$ cat config.mk
export PLATFORM = sky130hd
export DESIGN_NAME = touch_serial_receiver_port
export DESIGN_NICKNAME = d
export VERILOG_FILES = /design/src/design/tsrp_pkg.sv /design/src/design/tsrp_div.sv /design/src/design/tsrp_ctrl.sv /design/src/design/tsrp_dp.sv /design/src/design/touch_serial_receiver_port.sv
export SDC_FILE = /design/constraint.sdc
export NUM_CORES = 2
export LEC_CHECK = 0
export ABC_AREA = 1
export BUFFER_PORTS_ARGS = -buffer_cell sky130_fd_sc_hd__buf_2
export CAP_MARGIN = 10
export CORE_ASPECT_RATIO = 1.5
export CORE_UTILIZATION = 40
export CTS_CLUSTER_SIZE = 28
export DETAILED_ROUTE_END_ITERATION = 10
export PLACE_DENSITY = 0.67
export REMOVE_ABC_BUFFERS = 1
export SYNTH_ARGS = -nofsm -noshare
export SYNTH_HDL_FRONTEND = slang
export SYNTH_SLANG_ARGS = --single-unit
$ cat constraint.sdc
create_clock -name clk -period 10.4 [get_ports clk]
set_input_delay 1.56 -clock clk [delete_from_list [all_inputs] [get_ports clk]]
set_output_delay 1.56 -clock clk [all_outputs]
set_load 0.03 [all_outputs]
$ cat src/design/tsrp_pkg.sv
// Types, codes and constants shared by the touch serial receiver port modules.
package tsrp_pkg;

	// Field widths.
	localparam int CLOCK_W   = 28;
	localparam int NOMINAL_W = 20;
	localparam int TOL_W     = 7;
	localparam int LIMIT_W   = 12;
	localparam int SHIFT_W   = 2;
	localparam int CFG_IDX_W = 3;
	localparam int CFG_DATA_W = 28;
	localparam int RELOAD_W  = 16;
	localparam int COORD_W   = 15;

	// Divider widths: the divisor is (reload + 1) times 16 or 32.
	localparam int DIVIDEND_W = CLOCK_W;
	localparam int DIVISOR_W  = RELOAD_W + 6;
	localparam int DIV_CNT_W  = $clog2(DIVIDEND_W + 1);

	// Tolerance check widths.
	localparam int PROD_W   = NOMINAL_W + TOL_W;
	localparam int SCALED_W = DIVIDEND_W + TOL_W;
	localparam logic [TOL_W-1:0] PERCENT_SCALE = 7'd100;

	localparam int FIFO_DEPTH_DEF = 64;

	// Operations.
	localparam logic [1:0] OP_READ  = 2'd0;
	localparam logic [1:0] OP_WRITE = 2'd1;
	localparam logic [1:0] OP_TOUCH = 2'd2;
	localparam logic [1:0] OP_POLL  = 2'd3;

	// Register offsets.
	localparam logic [3:0] OFS_DATA      = 4'h1;
	localparam logic [3:0] OFS_STATUS    = 4'h2;
	localparam logic [3:0] OFS_MODE      = 4'h4;
	localparam logic [3:0] OFS_RELOAD_LO = 4'h6;
	localparam logic [3:0] OFS_RELOAD_HI = 4'h7;

	// Bits and bytes.
	localparam int         MODE_DIV8_BIT  = 4;
	localparam logic [7:0] ERR_FRAMING    = 8'h10;
	localparam logic [7:0] STAT_NOT_EMPTY = 8'h01;
	localparam logic [7:0] STAT_TX_EMPTY  = 8'h02;
	localparam logic [7:0] PACKET_START   = 8'haa;
	localparam logic [7:0] BYTE_FILL      = 8'hff;

	// Configuration register indexes.
	localparam logic [CFG_IDX_W-1:0] CFG_BAUD_CLK  = 3'd0;
	localparam logic [CFG_IDX_W-1:0] CFG_NOMINAL   = 3'd1;
	localparam logic [CFG_IDX_W-1:0] CFG_TOLERANCE = 3'd2;
	localparam logic [CFG_IDX_W-1:0] CFG_X_LIMIT   = 3'd3;
	localparam logic [CFG_IDX_W-1:0] CFG_Y_LIMIT   = 3'd4;
	localparam logic [CFG_IDX_W-1:0] CFG_SHIFT     = 3'd5;

	// Configuration reset values.
	localparam logic [CLOCK_W-1:0]   RST_BAUD_CLK  = '0;
	localparam logic [NOMINAL_W-1:0] RST_NOMINAL   = 20'd38400;
	localparam logic [TOL_W-1:0]     RST_TOLERANCE = 7'd5;
	localparam logic [LIMIT_W-1:0]   RST_X_LIMIT   = 12'd239;
	localparam logic [LIMIT_W-1:0]   RST_Y_LIMIT   = 12'd207;
	localparam logic [SHIFT_W-1:0]   RST_SHIFT     = 2'd2;

	// Byte slots of a queued burst.
	localparam logic [2:0] SLOT_START  = 3'd0;
	localparam logic [2:0] SLOT_X_HI   = 3'd1;
	localparam logic [2:0] SLOT_X_LO   = 3'd2;
	localparam logic [2:0] SLOT_Y_HI   = 3'd3;
	localparam logic [2:0] SLOT_Y_LO   = 3'd4;
	localparam logic [2:0] SLOT_PRESS  = 3'd5;
	localparam logic [2:0] SLOT_ERR_LAST = 3'd1;

	typedef struct packed {
		logic [1:0]         operation;
		logic [3:0]         reg_offset;
		logic [7:0]         write_data;
		logic signed [15:0] touch_x;
		logic signed [15:0] touch_y;
		logic               pressed;
	} item_t;

	typedef struct packed {
		logic [7:0] read_data;
		logic       irq;
	} result_t;

	typedef enum logic [3:0] {
		ST_IDLE,
		ST_DECODE,
		ST_POP,
		ST_DIV,
		ST_RATE_A,
		ST_RATE_B,
		ST_RATE_C,
		ST_PUSH,
		ST_RESP
	} ctrl_state_t;

	typedef struct packed {
		logic       capture;
		logic       load_result;
		logic       mem_pop;
		logic       load_pop;
		logic       reg_write;
		logic       div_start;
		logic       rate_mul;
		logic       rate_scale;
		logic       rate_decide;
		logic       push;
		logic [2:0] push_slot;
	} dp_cmd_t;

	typedef struct packed {
		logic [1:0] operation;
		logic       pop_ok;
		logic       div_done;
		logic       rate_ok;
	} dp_stat_t;

endpackage

$ cat src/design/tsrp_div.sv
// Restoring divider that produces one quotient bit per cycle.
module tsrp_div (
	input  logic                               clk,
	input  logic                               arst_n,
	input  logic                               start,
	input  logic [tsrp_pkg::DIVIDEND_W-1:0]    dividend,
	input  logic [tsrp_pkg::DIVISOR_W-1:0]     divisor,
	output logic                               done,
	output logic [tsrp_pkg::DIVIDEND_W-1:0]    quotient
);
	import tsrp_pkg::*;

	logic [DIVISOR_W-1:0]  rem_q;
	logic [DIVISOR_W-1:0]  divisor_q;
	logic [DIVIDEND_W-1:0] quo_q;
	logic [DIV_CNT_W-1:0]  cnt_q;
	logic                  run_q;
	logic                  done_q;
	logic [DIVISOR_W:0]    trial;
	logic [DIVISOR_W:0]    diff;
	logic                  ge;

	// The partial remainder stays below the divisor, so the trial fits one extra bit.
	assign trial = {rem_q, quo_q[DIVIDEND_W-1]};
	assign ge    = trial >= {1'b0, divisor_q};
	assign diff  = trial - {1'b0, divisor_q};

	always_ff @(posedge clk or negedge arst_n) begin
		if (!arst_n) begin
			run_q  <= 1'b0;
			done_q <= 1'b0;
			cnt_q  <= '0;
		end else begin
			done_q <= run_q && (cnt_q == DIV_CNT_W'(1));
			if (start) begin
				run_q <= 1'b1;
				cnt_q <= DIV_CNT_W'(DIVIDEND_W);
			end else if (run_q) begin
				cnt_q <= cnt_q - DIV_CNT_W'(1);
				if (cnt_q == DIV_CNT_W'(1)) begin
					run_q <= 1'b0;
				end
			end
		end
	end

	always_ff @(posedge clk) begin
		if (start) begin
			rem_q     <= '0;
			quo_q     <= dividend;
			divisor_q <= divisor;
		end else if (run_q) begin
			rem_q <= ge ? diff[DIVISOR_W-1:0] : trial[DIVISOR_W-1:0];
			quo_q <= {quo_q[DIVIDEND_W-2:0], ge};
		end
	end

	assign done     = done_q;
	assign quotient = quo_q;

endmodule

$ cat src/design/tsrp_ctrl.sv
// Controller state machine that sequences each transaction through the datapath.
module tsrp_ctrl (
	input  logic               clk,
	input  logic               arst_n,
	input  logic               start,
	input  tsrp_pkg::dp_stat_t stat,
	output tsrp_pkg::dp_cmd_t  cmd,
	output logic               busy,
	output logic               done
);
	import tsrp_pkg::*;

	ctrl_state_t state_q, state_d;
	logic [2:0]  cnt_q, cnt_d;
	logic [2:0]  last_slot;

	always_ff @(posedge clk or negedge arst_n) begin
		if (!arst_n) begin
			state_q <= ST_IDLE;
			cnt_q   <= '0;
		end else begin
			state_q <= state_d;
			cnt_q   <= cnt_d;
		end
	end

	// A good baud rate queues a full packet, a bad one only two fill bytes.
	assign last_slot = stat.rate_ok ? SLOT_PRESS : SLOT_ERR_LAST;

	always_comb begin
		state_d = state_q;
		cnt_d   = cnt_q;
		cmd     = '0;
		unique case (state_q)
			ST_IDLE: begin
				if (start) begin
					cmd.capture = 1'b1;
					state_d     = ST_DECODE;
				end
			end
			ST_DECODE: begin
				priority if (stat.operation == OP_READ && stat.pop_ok) begin
					cmd.mem_pop = 1'b1;
					state_d     = ST_POP;
				end else if (stat.operation == OP_TOUCH) begin
					cmd.div_start = 1'b1;
					state_d       = ST_DIV;
				end else begin
					cmd.load_result = 1'b1;
					cmd.reg_write   = (stat.operation == OP_WRITE);
					state_d         = ST_RESP;
				end
			end
			ST_POP: begin
				cmd.load_pop = 1'b1;
				state_d      = ST_RESP;
			end
			ST_DIV: begin
				if (stat.div_done) begin
					state_d = ST_RATE_A;
				end
			end
			ST_RATE_A: begin
				cmd.rate_mul = 1'b1;
				state_d      = ST_RATE_B;
			end
			ST_RATE_B: begin
				cmd.rate_scale = 1'b1;
				state_d        = ST_RATE_C;
			end
			ST_RATE_C: begin
				cmd.rate_decide = 1'b1;
				cnt_d           = SLOT_START;
				state_d         = ST_PUSH;
			end
			ST_PUSH: begin
				cmd.push      = 1'b1;
				cmd.push_slot = cnt_q;
				if (cnt_q == last_slot) begin
					cmd.load_result = 1'b1;
					state_d         = ST_RESP;
				end else begin
					cnt_d = cnt_q + 3'd1;
				end
			end
			ST_RESP: begin
				state_d = ST_IDLE;
			end
			default: begin
				state_d = ST_IDLE;
			end
		endcase
	end

	assign busy = (state_q != ST_IDLE);
	assign done = (state_q == ST_RESP);

endmodule

$ cat src/design/tsrp_dp.sv
// Datapath: configuration, port registers, receive FIFO, baud check and result.
module tsrp_dp #(
	parameter int FIFO_DEPTH = tsrp_pkg::FIFO_DEPTH_DEF
) (
	input  logic                              clk,
	input  logic                              arst_n,
	input  tsrp_pkg::item_t                   item,
	input  logic                              cfg_valid,
	input  logic [tsrp_pkg::CFG_IDX_W-1:0]    cfg_index,
	input  logic [tsrp_pkg::CFG_DATA_W-1:0]   cfg_data,
	input  tsrp_pkg::dp_cmd_t                 cmd,
	output tsrp_pkg::dp_stat_t                stat,
	output tsrp_pkg::result_t                 result
);
	import tsrp_pkg::*;

	localparam int PTR_W = $clog2(FIFO_DEPTH);

	// Configuration registers.
	logic [CLOCK_W-1:0]   baud_clk_q;
	logic [NOMINAL_W-1:0] nominal_q;
	logic [TOL_W-1:0]     tol_q;
	logic [LIMIT_W-1:0]   x_limit_q;
	logic [LIMIT_W-1:0]   y_limit_q;
	logic [SHIFT_W-1:0]   shift_q;

	// Port state.
	logic [7:0]          mode_q;
	logic [RELOAD_W-1:0] reload_q;
	logic [7:0]          err_q;
	logic [PTR_W-1:0]    rptr_q;
	logic [PTR_W-1:0]    wptr_q;
	logic [7:0]          mem [FIFO_DEPTH];
	logic [7:0]          mem_q;

	// Transaction payload.
	item_t               item_q;
	logic [PROD_W-1:0]   prod_q;
	logic [DIVIDEND_W-1:0] diff_q;
	logic [SCALED_W-1:0] scaled_q;
	logic                ok_q;
	logic [7:0]          rd_q;
	logic                irq_q;

	logic [PTR_W-1:0]    rptr_nxt;
	logic [PTR_W-1:0]    wptr_nxt;
	logic [PTR_W:0]      occ_wide;
	logic [PTR_W-1:0]    occ;
	logic [1:0]          occ_code;
	logic                not_empty;
	logic                full;
	logic [7:0]          status_byte;
	logic [RELOAD_W:0]   reload_p1;
	logic [DIVISOR_W-1:0] divisor;
	logic                div_done;
	logic [DIVIDEND_W-1:0] quotient;
	logic                rate_good;
	logic [LIMIT_W-1:0]  cx;
	logic [LIMIT_W-1:0]  cy;
	logic [COORD_W-1:0]  tx;
	logic [COORD_W-1:0]  ty;
	logic [7:0]          fifo_wr_byte;
	logic [7:0]          direct_rd;
	logic                direct_irq;

	// FIFO pointers wrap at the depth, which need not be a power of two.
	assign rptr_nxt = (rptr_q == PTR_W'(FIFO_DEPTH - 1)) ? '0 : rptr_q + PTR_W'(1);
	assign wptr_nxt = (wptr_q == PTR_W'(FIFO_DEPTH - 1)) ? '0 : wptr_q + PTR_W'(1);
	assign not_empty = (rptr_q != wptr_q);
	assign full      = (wptr_nxt == rptr_q);
	assign occ_wide  = {1'b0, wptr_q} + (PTR_W + 1)'(FIFO_DEPTH) - {1'b0, rptr_q};
	assign occ       = (wptr_q >= rptr_q) ? (wptr_q - rptr_q) : occ_wide[PTR_W-1:0];

	always_comb begin
		if (occ <= PTR_W'(1)) begin
			occ_code = 2'd0;
		end else if (occ >= PTR_W'(4)) begin
			occ_code = 2'd3;
		end else begin
			occ_code = occ[1:0] - 2'd1;
		end
	end

	assign status_byte = STAT_TX_EMPTY | (not_empty ? STAT_NOT_EMPTY : 8'h00)
		| {occ_code, 6'b0} | err_q;

	// Divisor is 2 * (8 or 16) * (reload + 1).
	assign reload_p1 = {1'b0, reload_q} + (RELOAD_W + 1)'(1);
	assign divisor   = mode_q[MODE_DIV8_BIT] ? {1'b0, reload_p1, 4'b0} : {reload_p1, 5'b0};

	tsrp_div u_div (
		.clk      (clk),
		.arst_n   (arst_n),
		.start    (cmd.div_start),
		.dividend (baud_clk_q),
		.divisor  (divisor),
		.done     (div_done),
		.quotient (quotient)
	);

	// The band test slack >= |rate - nominal| is done without a divide by 100:
	// floor(P / 100) >= d holds exactly when P >= 100 * d.
	assign rate_good = (quotient == '0) || ({{(SCALED_W - PROD_W){1'b0}}, prod_q} >= scaled_q);

	// Coordinate clamp into 0 .. limit.
	always_comb begin
		if (item_q.touch_x[15]) begin
			cx = '0;
		end else if (item_q.touch_x[14:0] > {3'b0, x_limit_q}) begin
			cx = x_limit_q;
		end else begin
			cx = item_q.touch_x[LIMIT_W-1:0];
		end
		if (item_q.touch_y[15]) begin
			cy = '0;
		end else if (item_q.touch_y[14:0] > {3'b0, y_limit_q}) begin
			cy = y_limit_q;
		end else begin
			cy = item_q.touch_y[LIMIT_W-1:0];
		end
	end

	assign tx = {3'b0, cx} << shift_q;
	assign ty = {3'b0, cy} << shift_q;

	always_comb begin
		if (!ok_q) begin
			fifo_wr_byte = BYTE_FILL;
		end else begin
			unique case (cmd.push_slot)
				SLOT_START: fifo_wr_byte = PACKET_START;
				SLOT_X_HI:  fifo_wr_byte = {1'b0, tx[13:7]};
				SLOT_X_LO:  fifo_wr_byte = {1'b0, tx[6:0]};
				SLOT_Y_HI:  fifo_wr_byte = {1'b0, ty[13:7]};
				SLOT_Y_LO:  fifo_wr_byte = {1'b0, ty[6:0]};
				default:    fifo_wr_byte = {7'b0, item_q.pressed};
			endcase
		end
	end

	// Result of every transaction that does not pop a byte.
	always_comb begin
		direct_rd  = 8'h00;
		direct_irq = 1'b0;
		unique case (item_q.operation)
			OP_READ: begin
				if (item_q.reg_offset == OFS_DATA) begin
					direct_rd = BYTE_FILL;
				end else if (item_q.reg_offset == OFS_STATUS) begin
					direct_rd = status_byte;
				end
			end
			OP_TOUCH: direct_irq = 1'b1;
			OP_POLL:  direct_irq = not_empty;
			default:  direct_irq = 1'b0;
		endcase
	end

	always_ff @(posedge clk or negedge arst_n) begin
		if (!arst_n) begin
			baud_clk_q <= RST_BAUD_CLK;
			nominal_q  <= RST_NOMINAL;
			tol_q      <= RST_TOLERANCE;
			x_limit_q  <= RST_X_LIMIT;
			y_limit_q  <= RST_Y_LIMIT;
			shift_q    <= RST_SHIFT;
		end else if (cfg_valid) begin
			unique case (cfg_index)
				CFG_BAUD_CLK:  baud_clk_q <= cfg_data[CLOCK_W-1:0];
				CFG_NOMINAL:   nominal_q  <= cfg_data[NOMINAL_W-1:0];
				CFG_TOLERANCE: tol_q      <= cfg_data[TOL_W-1:0];
				CFG_X_LIMIT:   x_limit_q  <= cfg_data[LIMIT_W-1:0];
				CFG_Y_LIMIT:   y_limit_q  <= cfg_data[LIMIT_W-1:0];
				CFG_SHIFT:     shift_q    <= cfg_data[SHIFT_W-1:0];
				default: ;
			endcase
		end
	end

	always_ff @(posedge clk or negedge arst_n) begin
		if (!arst_n) begin
			mode_q   <= '0;
			reload_q <= '0;
			err_q    <= '0;
			rptr_q   <= '0;
			wptr_q   <= '0;
		end else begin
			if (cmd.reg_write) begin
				unique case (item_q.reg_offset)
					OFS_STATUS:    err_q          <= err_q & item_q.write_data;
					OFS_MODE:      mode_q         <= item_q.write_data;
					OFS_RELOAD_LO: reload_q[7:0]  <= item_q.write_data;
					OFS_RELOAD_HI: reload_q[15:8] <= item_q.write_data;
					default: ;
				endcase
			end
			if (cmd.rate_decide && !rate_good) begin
				err_q <= err_q | ERR_FRAMING;
			end
			if (cmd.mem_pop) begin
				rptr_q <= rptr_nxt;
			end
			if (cmd.push && !full) begin
				wptr_q <= wptr_nxt;
			end
		end
	end

	// Receive store: one write port for pushes, one registered read port for pops.
	always_ff @(posedge clk) begin
		if (cmd.push && !full) begin
			mem[wptr_q] <= fifo_wr_byte;
		end
		if (cmd.mem_pop) begin
			mem_q <= mem[rptr_q];
		end
	end

	always_ff @(posedge clk) begin
		if (cmd.capture) begin
			item_q <= item;
		end
		if (cmd.rate_mul) begin
			prod_q <= nominal_q * tol_q;
			diff_q <= (quotient >= {{(DIVIDEND_W - NOMINAL_W){1'b0}}, nominal_q})
				? quotient - {{(DIVIDEND_W - NOMINAL_W){1'b0}}, nominal_q}
				: {{(DIVIDEND_W - NOMINAL_W){1'b0}}, nominal_q} - quotient;
		end
		if (cmd.rate_scale) begin
			scaled_q <= diff_q * PERCENT_SCALE;
		end
		if (cmd.rate_decide) begin
			ok_q <= rate_good;
		end
		if (cmd.load_pop) begin
			rd_q  <= mem_q;
			irq_q <= 1'b0;
		end else if (cmd.load_result) begin
			rd_q  <= direct_rd;
			irq_q <= direct_irq;
		end
	end

	assign stat.operation = item_q.operation;
	assign stat.pop_ok    = (item_q.reg_offset == OFS_DATA) && not_empty;
	assign stat.div_done  = div_done;
	assign stat.rate_ok   = ok_q;

	assign result.read_data = rd_q;
	assign result.irq       = irq_q;

endmodule

$ cat src/design/touch_serial_receiver_port.sv
// Top level of the touch serial receiver port: controller, datapath and ports.
//
// A transaction is taken when start is high while busy is low, and its single
// result appears on result for exactly one cycle with done high; the receiver
// cannot stall it, so sample result whenever done is high. Bus writes, polls
// and reads of status or of an empty data register go from decode straight
// to the response state and then back to idle. A read that pops a byte adds
// a pop state for the registered read of the receive store. A touch event
// runs a one-bit-per-cycle divide of the configured clock by the baud
// divisor, which yields 28 quotient bits and then a registered done flag.
// The tolerance arithmetic follows in three steps (multiply, scale, decide),
// and then each byte that it queues is pushed in turn: a six-byte packet, or
// only two fill bytes for an out-of-band rate. Every touch event raises irq;
// a poll raises irq when the receive FIFO holds data. The FIFO keeps at most
// FIFO_DEPTH - 1 bytes and silently drops bytes pushed while it is full.
// Configuration registers are written through the cfg port, which is always
// ready; write them only while busy is low.
module touch_serial_receiver_port #(
	parameter int FIFO_DEPTH = tsrp_pkg::FIFO_DEPTH_DEF
) (
	input  logic                              clk,
	input  logic                              arst_n,
	input  logic                              start,
	output logic                              busy,
	input  tsrp_pkg::item_t                   item,
	output logic                              done,
	output tsrp_pkg::result_t                 result,
	input  logic                              cfg_valid,
	output logic                              cfg_ready,
	input  logic [tsrp_pkg::CFG_IDX_W-1:0]    cfg_index,
	input  logic [tsrp_pkg::CFG_DATA_W-1:0]   cfg_data
);
	import tsrp_pkg::*;

	dp_cmd_t  cmd;
	dp_stat_t stat;

	// The configuration registers take a write in any cycle.
	assign cfg_ready = 1'b1;

	// The controller steps each transaction through decode, then a pop or a touch event's divide, check and push.
	tsrp_ctrl u_ctrl (
		.clk    (clk),
		.arst_n (arst_n),
		.start  (start),
		.stat   (stat),
		.cmd    (cmd),
		.busy   (busy),
		.done   (done)
	);

	// The datapath holds the configuration and port registers, the receive store and the divider.
	tsrp_dp #(
		.FIFO_DEPTH (FIFO_DEPTH)
	) u_dp (
		.clk       (clk),
		.arst_n    (arst_n),
		.item      (item),
		.cfg_valid (cfg_valid),
		.cfg_index (cfg_index),
		.cfg_data  (cfg_data),
		.cmd       (cmd),
		.stat      (stat),
		.result    (result)
	);

endmodule

-- Yosys cells after proc, flatten, opt, wreduce, memory -nomap -nowiden
Memory sizes are Yosys's and may differ from the RTL's. A register that Yosys moved wholly into a read port is not among the register bits.
Cells that the tools add are included.
- shift-type cells: 2
- multipliers: 2
- add/sub/neg operators: 12
- equal/unequal tests: 35
- magnitude comparators: 8
- reductions and logical operators: 32
- bitwise operators: 4
- multiplexer cells: 59
- operator list (kind ; number):
    2-to-1 mux 28 bit ; 3
    2-to-1 mux 12 bit ; 4
    2-to-1 mux 8 bit ; 6
    case mux 8 bit (5 select lines) ; 1
    >= comparator 27 x 35 -> 1 bit ; 1
    multiplier 28 x 5 -> 33 bit, second input constant ; 1
    case mux 4 bit (8 select lines) ; 1
    > comparator 15 x 12 -> 1 bit ; 2
    equality test 4 x 3 -> 1 bit, second input constant ; 7
    >= comparator 28 x 20 -> 1 bit ; 1
    zero test 28 bit ; 1
    left shift 12 x 2 -> 14 bit ; 2
    subtractor 20 x 28 -> 28 bit ; 1
    subtractor 28 x 20 -> 28 bit ; 1
    multiplier 20 x 7 -> 27 bit ; 1
    2-to-1 mux 5 bit ; 5
    2-to-1 mux 4 bit ; 6
    >= comparator 23 x 22 -> 1 bit ; 1
    2-to-1 mux 22 bit ; 1
    AND reduction 2 bit ; 11
    subtractor 22 bit ; 1
    2-to-1 mux 21 bit ; 1
    2-to-1 mux 1 bit ; 19
    adder 6 x 1 -> 6 bit, second input constant ; 3
    40 further kinds ; 73
- memories kept: 1
- input bits: 82
- output and inout port bits: 12
- bits in writable memories: 512
- flip-flop bits (word level): 353
- memories (name ; words ; width ; read ports ; clocked after memory_dff ; wr ports ; RTL line ; text):
    u_dp.mem ; 64 ; 8 ; 1 ; 1 ; 1 ; tsrp_dp.sv:33 ; logic [7:0] mem [FIFO_DEPTH];

-- Logic depth before layout (Yosys ltp)
- depth in word-level cells: 13
- gate-level depth with buffers: 25
- gate-level depth less buffers: 24

-- Hierarchy
Synthesis repeated with hierarchy kept, for this count alone.
- cell total of the unflattened synthesis: 5061
- area, all modules: 48736.7 um^2
- modules (own cells, without submodules) (module ; area each (um^2) ; seq. area each (um^2) ; instances ; cells an instance):
    tsrp_dp ; 43161.4 ; 22912.0 ; 1 ; 4300
    tsrp_div ; 4991.0 ; 2117.0 ; 1 ; 674
    tsrp_ctrl ; 573.0 ; 175.2 ; 1 ; 85
    touch_serial_receiver_port ; 11.3 ; 0.0 ; 1 ; 2

-- Least setup slack after synthesis
OpenSTA, ideal clock, no wires.
- kind: reg2reg
- start: reg u_dp.tol_q[2]
- end: reg u_dp.prod_q[18], data pin
- stages on the path, launching flop included: 18
- slack: 5.740 ns
- library setup time: 0.258 ns
- data arrival time: 4.402 ns
- cell sequence: dfstp_2 clkbuf_1 nand2_1 inv_1 fa_1 fa_1 fa_1 inv_1 fa_1 inv_1 ha_1 a21oi_1 a21boi_1 o21ai_0 a21boi_1 o21ai_0 a21oi_1 xnor2_1
- cells in the longest elaborated chain, start to end: 1
- ends and longest elaborated chain (element ; RTL line ; text):
    start, declared ; tsrp_dp.sv:22 ; logic [TOL_W-1:0] tol_q;
    start signal, assigned ; tsrp_dp.sv:171 ; CFG_TOLERANCE: tol_q <= cfg_data[TOL_W-1:0];
    multiplier 20 x 7 -> 27 bit ; tsrp_dp.sv:224 ; prod_q <= nominal_q * tol_q;
    end signal, assigned ; tsrp_dp.sv:224 ;
    end, declared ; tsrp_dp.sv:38 ; logic [PROD_W-1:0] prod_q;
Every way passes these cells.
A chain may end at the register's enable or synchronous reset.

-- Worst setup path in the final report
- start: reg u_dp.tol_q[6]
- end: reg u_dp.prod_q[17], data pin
The elaborated chain is that of the path after synthesis.

==> results.py <==
metrics = {
    "layout": {
        "regArea_sq_um": 25100,
        "final.fill_count": 11044,
        "multi_input_area_sq_um": 19200,
        "syn2layout_area_growth_pct": 9.92,
        "drive_gt1_frac": 0.0722,
        "final_cells": 6491,
        "final_cell_area_sq_um": 52300,
        "final_nets": 5311,
    },
    "sta": {
        "hold_viol_final": 0,
        "tns_ns": 0,
        "whs_ns": 0.474,
        "fin_worst_skew_ns": 0.0651,
        "tightest_slew_ns": 1.17,
        "setup_violations": 0,
        "max_freq_mhz": 188,
        "slew_headroom": 0.221,
        "report.final.slew_viol_count": 0,
        "period_minus_slack_ns": 5.32,
        "fin_crit_sh": 0.512,
        "timing.final.ws_setup_ns": 5.08,
        "rsz0062_at_grt": "false",
    },
    "worst_hold_path": {
        "whs_path_depth": 2,
        "hold_path.class": "reg2reg",
        "whs_endpoint": "u_dp.u_div.rem_q[9]$_SDFFE_PP0P_",
        "hold_start": "u_dp.u_div.rem_q[9]$_SDFFE_PP0P_",
    },
    "pwr": {
        "ir_worst_vdd_mv": 0.162,
        "p_per_area_nw_per_um2": 260,
        "p_leak_uw": 0.0227,
    },
    "yosys": {
        "synth_top_family_by_area": "simple AND/OR/NAND/NOR gates",
        "synth_compound_area_frac": 0.108,
        "seq_area_frac_synth": 0.527,
        "synth_xor_area_frac": 0.0228,
        "synth_simple_gate_area_share": 0.154,
        "syn-cell-area_sq_um": 47600,
        "synth_cell_types": 67,
        "synthFlopType": "edfxtp_1",
        "synthAdderAreaFrac": 0.116,
        "yosys_warnings": 0,
        "ys_ff_latch": 864,
        "muxShareOfSynthArea": 0.00210,
        "async_flop_share": 0.152,
        "synth_edf_count": 710,
        "syn_inst": 4867,
        "syn_avg_cell_area_sq_um": 9.77,
    },
    "critical_path": {
        "critPathKind": "reg2reg",
        "arrival_ns": 5.77,
        "cp_top_family": "adder cells",
        "rr_startpoint": "u_dp.tol_q[6]$_DFFE_PN0P_",
        "r2r-end": "u_dp.prod_q[17]$_DFFE_PP_",
        "slowest_stage": "dfrtp_1",
        "rr_worst_depth": 22,
        "crit_path_start_kind": "flop",
        "crit_path_cell_trace": "nand2_1, fa_1, fa_1, inv_1, fa_1, inv_1, fa_1, inv_1, ha_1, nand2_1, nor2_1, nand2_1, nand3_1, nand2_1, nand2_1, inv_1, o21ai_1, nand3_1, nand2_1, nand3_1, nand2_1, xor2_1",
        "end_kind": "flop",
        "path_buf_inv": 4,
        "cpMostUsedCell": "nand2_1",
        "r2r_slack_ns": 5.08,
        "crit_fanout": 21,
        "cp.required_ns": 10.85,
        "cpPeakStageDelay_ns": 0.85,
    },
    "die": {
        "dieArea_sq_um": 120000,
        "start_util": 0.404,
        "num_io_pins": 94,
        "core_sq_um": 118000,
        "num_rows": 154,
        "die_w_um": 284,
        "die_h_um": 424,
    },
    "global_routing": {
        "grt_pass1_wl_um": 203000,
        "globalRouteOverflowTotal": 0,
        "antenna_found_initial": 7,
        "grt_max_degree": 172,
        "grt_usage": 0.221,
        "grt_pass1_vias": 34242,
    },
    "placed_design": {
        "placedCellCount": 6334,
        "detailed_place_hpwl_um": 95000,
        "portBuffers": 92,
        "gp_congestion": 1.02,
        "placed_area_sq_um": 49400,
        "pre_cts_ws_ns": 5.08,
    },
    "cts": {
        "cts_resized": 0,
        "post_cts_buffers": 0,
        "cts_tree": "built",
        "hold_buffers": 0,
        "clk_pin_slew_ns": 0.07,
        "clockBufferDepth": 3,
        "cts.sinks": 864,
        "cts-root-buf": "clkbuf_16",
        "numCtsBuffers": 83,
        "clock_tree.htree_level_count": 3,
        "clock_latency_ns": 0.71,
    },
    "run_status": {
        "outcome": "completed",
    },
    "route": {
        "wl_per_cell_um": 20.6,
        "drc_errors": 0,
        "vias": 34765,
        "finalWirelength_um": 134000,
        "final_antenna_net_count": 0,
        "via_per_inst": 5.36,
        "drtPass1Iterations": 7,
        "dr.first_iter.drc_count": 2839,
    },
    "run": {
        "maxCapViolCount": 0,
    },
}
[cell families (layout without fill, tap and decap cells)]
group | count (synthesis) | after routing
other cells | 1 | 2
xor+xnor | 123 | 123
fa+ha+maj | 370 | 370
mux | 9 | 9
flops | 864 | 864
compound gates | 905 | 905
simple gates | 1724 | 1724
buf+inv | 871 | 934
[worst max path at each step]
stage,cells after the start,to,startpoint,slack (ns)
after detailed placement,17,u_dp.prod_q[18]$_DFFE_PP_,u_dp.tol_q[6]$_DFFE_PN0P_,5.08
after global placement,22,u_dp.prod_q[17]$_DFFE_PP_,u_dp.tol_q[6]$_DFFE_PN0P_,5.17
after CTS,22,u_dp.prod_q[17]$_DFFE_PP_,u_dp.tol_q[6]$_DFFE_PN0P_,5.08
final,22,u_dp.prod_q[17]$_DFFE_PP_,u_dp.tol_q[6]$_DFFE_PN0P_,5.08
after floorplan,8,u_dp.mem[44][0]$_DFFE_PP_,u_dp.rptr_q[0]$_DFFE_PN0P_,1.89
after global routing,22,u_dp.prod_q[17]$_DFFE_PP_,u_dp.tol_q[6]$_DFFE_PN0P_,4.75
[synthesized netlist by cell type (all sizes together) (2+ instances only)]
cell / number / share of area
fa: 116 / 0.049
nor4: 11 / 0.0020
or2: 5 / 0.00066
o22ai: 76 / 0.010
and3: 3 / 0.00039
ha: 254 / 0.067
nor2: 515 / 0.042
nand3b: 6 / 0.00095
o211ai: 32 / 0.0052
clkbuf: 151 / 0.012
mux2: 8 / 0.0019
a21oi: 173 / 0.018
xnor2: 44 / 0.0081
nand4: 84 / 0.011
o221ai: 53 / 0.0098
a221oi: 3 / 0.00068
xor2: 79 / 0.015
clkinv: 6 / 0.00047
a22oi: 4 / 0.00063
o21ai: 495 / 0.052
nand3: 222 / 0.025
nor3: 33 / 0.0044
buf: 58 / 0.0068
o21bai: 11 / 0.0017
inv: 656 / 0.052
a21o: 11 / 0.0017
nand2: 843 / 0.067
dfxtp: 23 / 0.0097
dfstp: 20 / 0.011
edfxtp: 710 / 0.45
o21a: 8 / 0.0013
a31oi: 14 / 0.0018
dfrtp: 111 / 0.058
a211oi: 6 / 0.00095
nor3b: 2 / 0.00032
a21boi: 15 / 0.0024
[sequential cells by signal, indices dropped and copies added, names as in the netlist, 16 cells and up]
signal and flops:
u_dp.mem 512, u_dp.diff_q 28, u_dp.prod_q 27, u_dp.u_div.rem_q 22, u_dp.item_q 45, u_dp.scaled_q 33, u_dp.baud_clk_q 28, u_dp.nominal_q 20
u_dp.u_div.quotient 28, u_dp.u_div.divisor_q 18, u_dp.reload_q 16
[where the power goes]
group	switching (uW)	total [uW]	internal, uW
registers	444	4790	4350
logic	3660	5520	1870
clock network	1440	3270	1830
[final cells by class]
class | count | share of cell area
antenna | 1 | 0.0000479
clock buffer | 95 | 0.0414
clock inverter | 61 | 0.0147
inverter | 662 | 0.0477
multi-input combinational | 3132 | 0.366
sequential | 864 | 0.480
tap | 1560 | 0.0373
timing repair buffer | 116 | 0.0126
[layer usage]
layer | vias up | routed length (um) | GRT usage
li1 | 16465 | - | -
met1 | 16919 | 49400 | 0.243
met2 | 1053 | 69300 | 0.405
met3 | 320 | 6680 | 0.0306
met4 | 8 | 8270 | 0.132
met5 | - | 55 | 0
[through the flow]
| step | total power, uW | util |
|---|---|---|
| 6_report | 13600 | 0.444 |
| 5_1_grt | 14500 | 0.444 |
| 4_1_cts | 13600 | 0.444 |
| 3_5_place_dp | 10300 | 0.419 |
| 3_3_place_gp | 10200 | 0.419 |
| 2_1_floorplan | 8670 | - |
[placed cells by master, fill, tap and decap left out, drive strengths merged, types with 8 or more instances in the layout]
| master | instances |
|---|---|
| nand2 | 843 |
| edfxtp | 710 |
| inv | 666 |
| nor2 | 515 |
| o21ai | 495 |
| ha | 254 |
| nand3 | 222 |
| a21oi | 173 |
| fa | 116 |
| buf | 116 |
| dfrtp | 111 |
| clkbuf | 95 |
| nand4 | 84 |
| xor2 | 79 |
| o22ai | 76 |
| o221ai | 53 |
| xnor2 | 44 |
| clkinv | 39 |
| nor3 | 33 |
| o211ai | 32 |
| dfxtp | 23 |
| dfstp | 20 |
| a21boi | 15 |
| a31oi | 14 |
| bufinv | 12 |
| o21bai | 11 |
| a21o | 11 |
| nor4 | 11 |
| o21a | 8 |
| mux2 | 8 |
[worst reg2reg max path, delay by kind of cell (launching register included)]
family / cells / cell delay [ns]
and+or+nand+nor: 11 / 1.21
AOI/OAI and AO/OA: 1 / 0.20
DFF: 1 / 0.85
adders and majority gates: 5 / 2.54
buffers and inverters: 4 / 0.21
xor gates and xnor gates: 1 / 0.07
(Power assumes the default switching activity.)
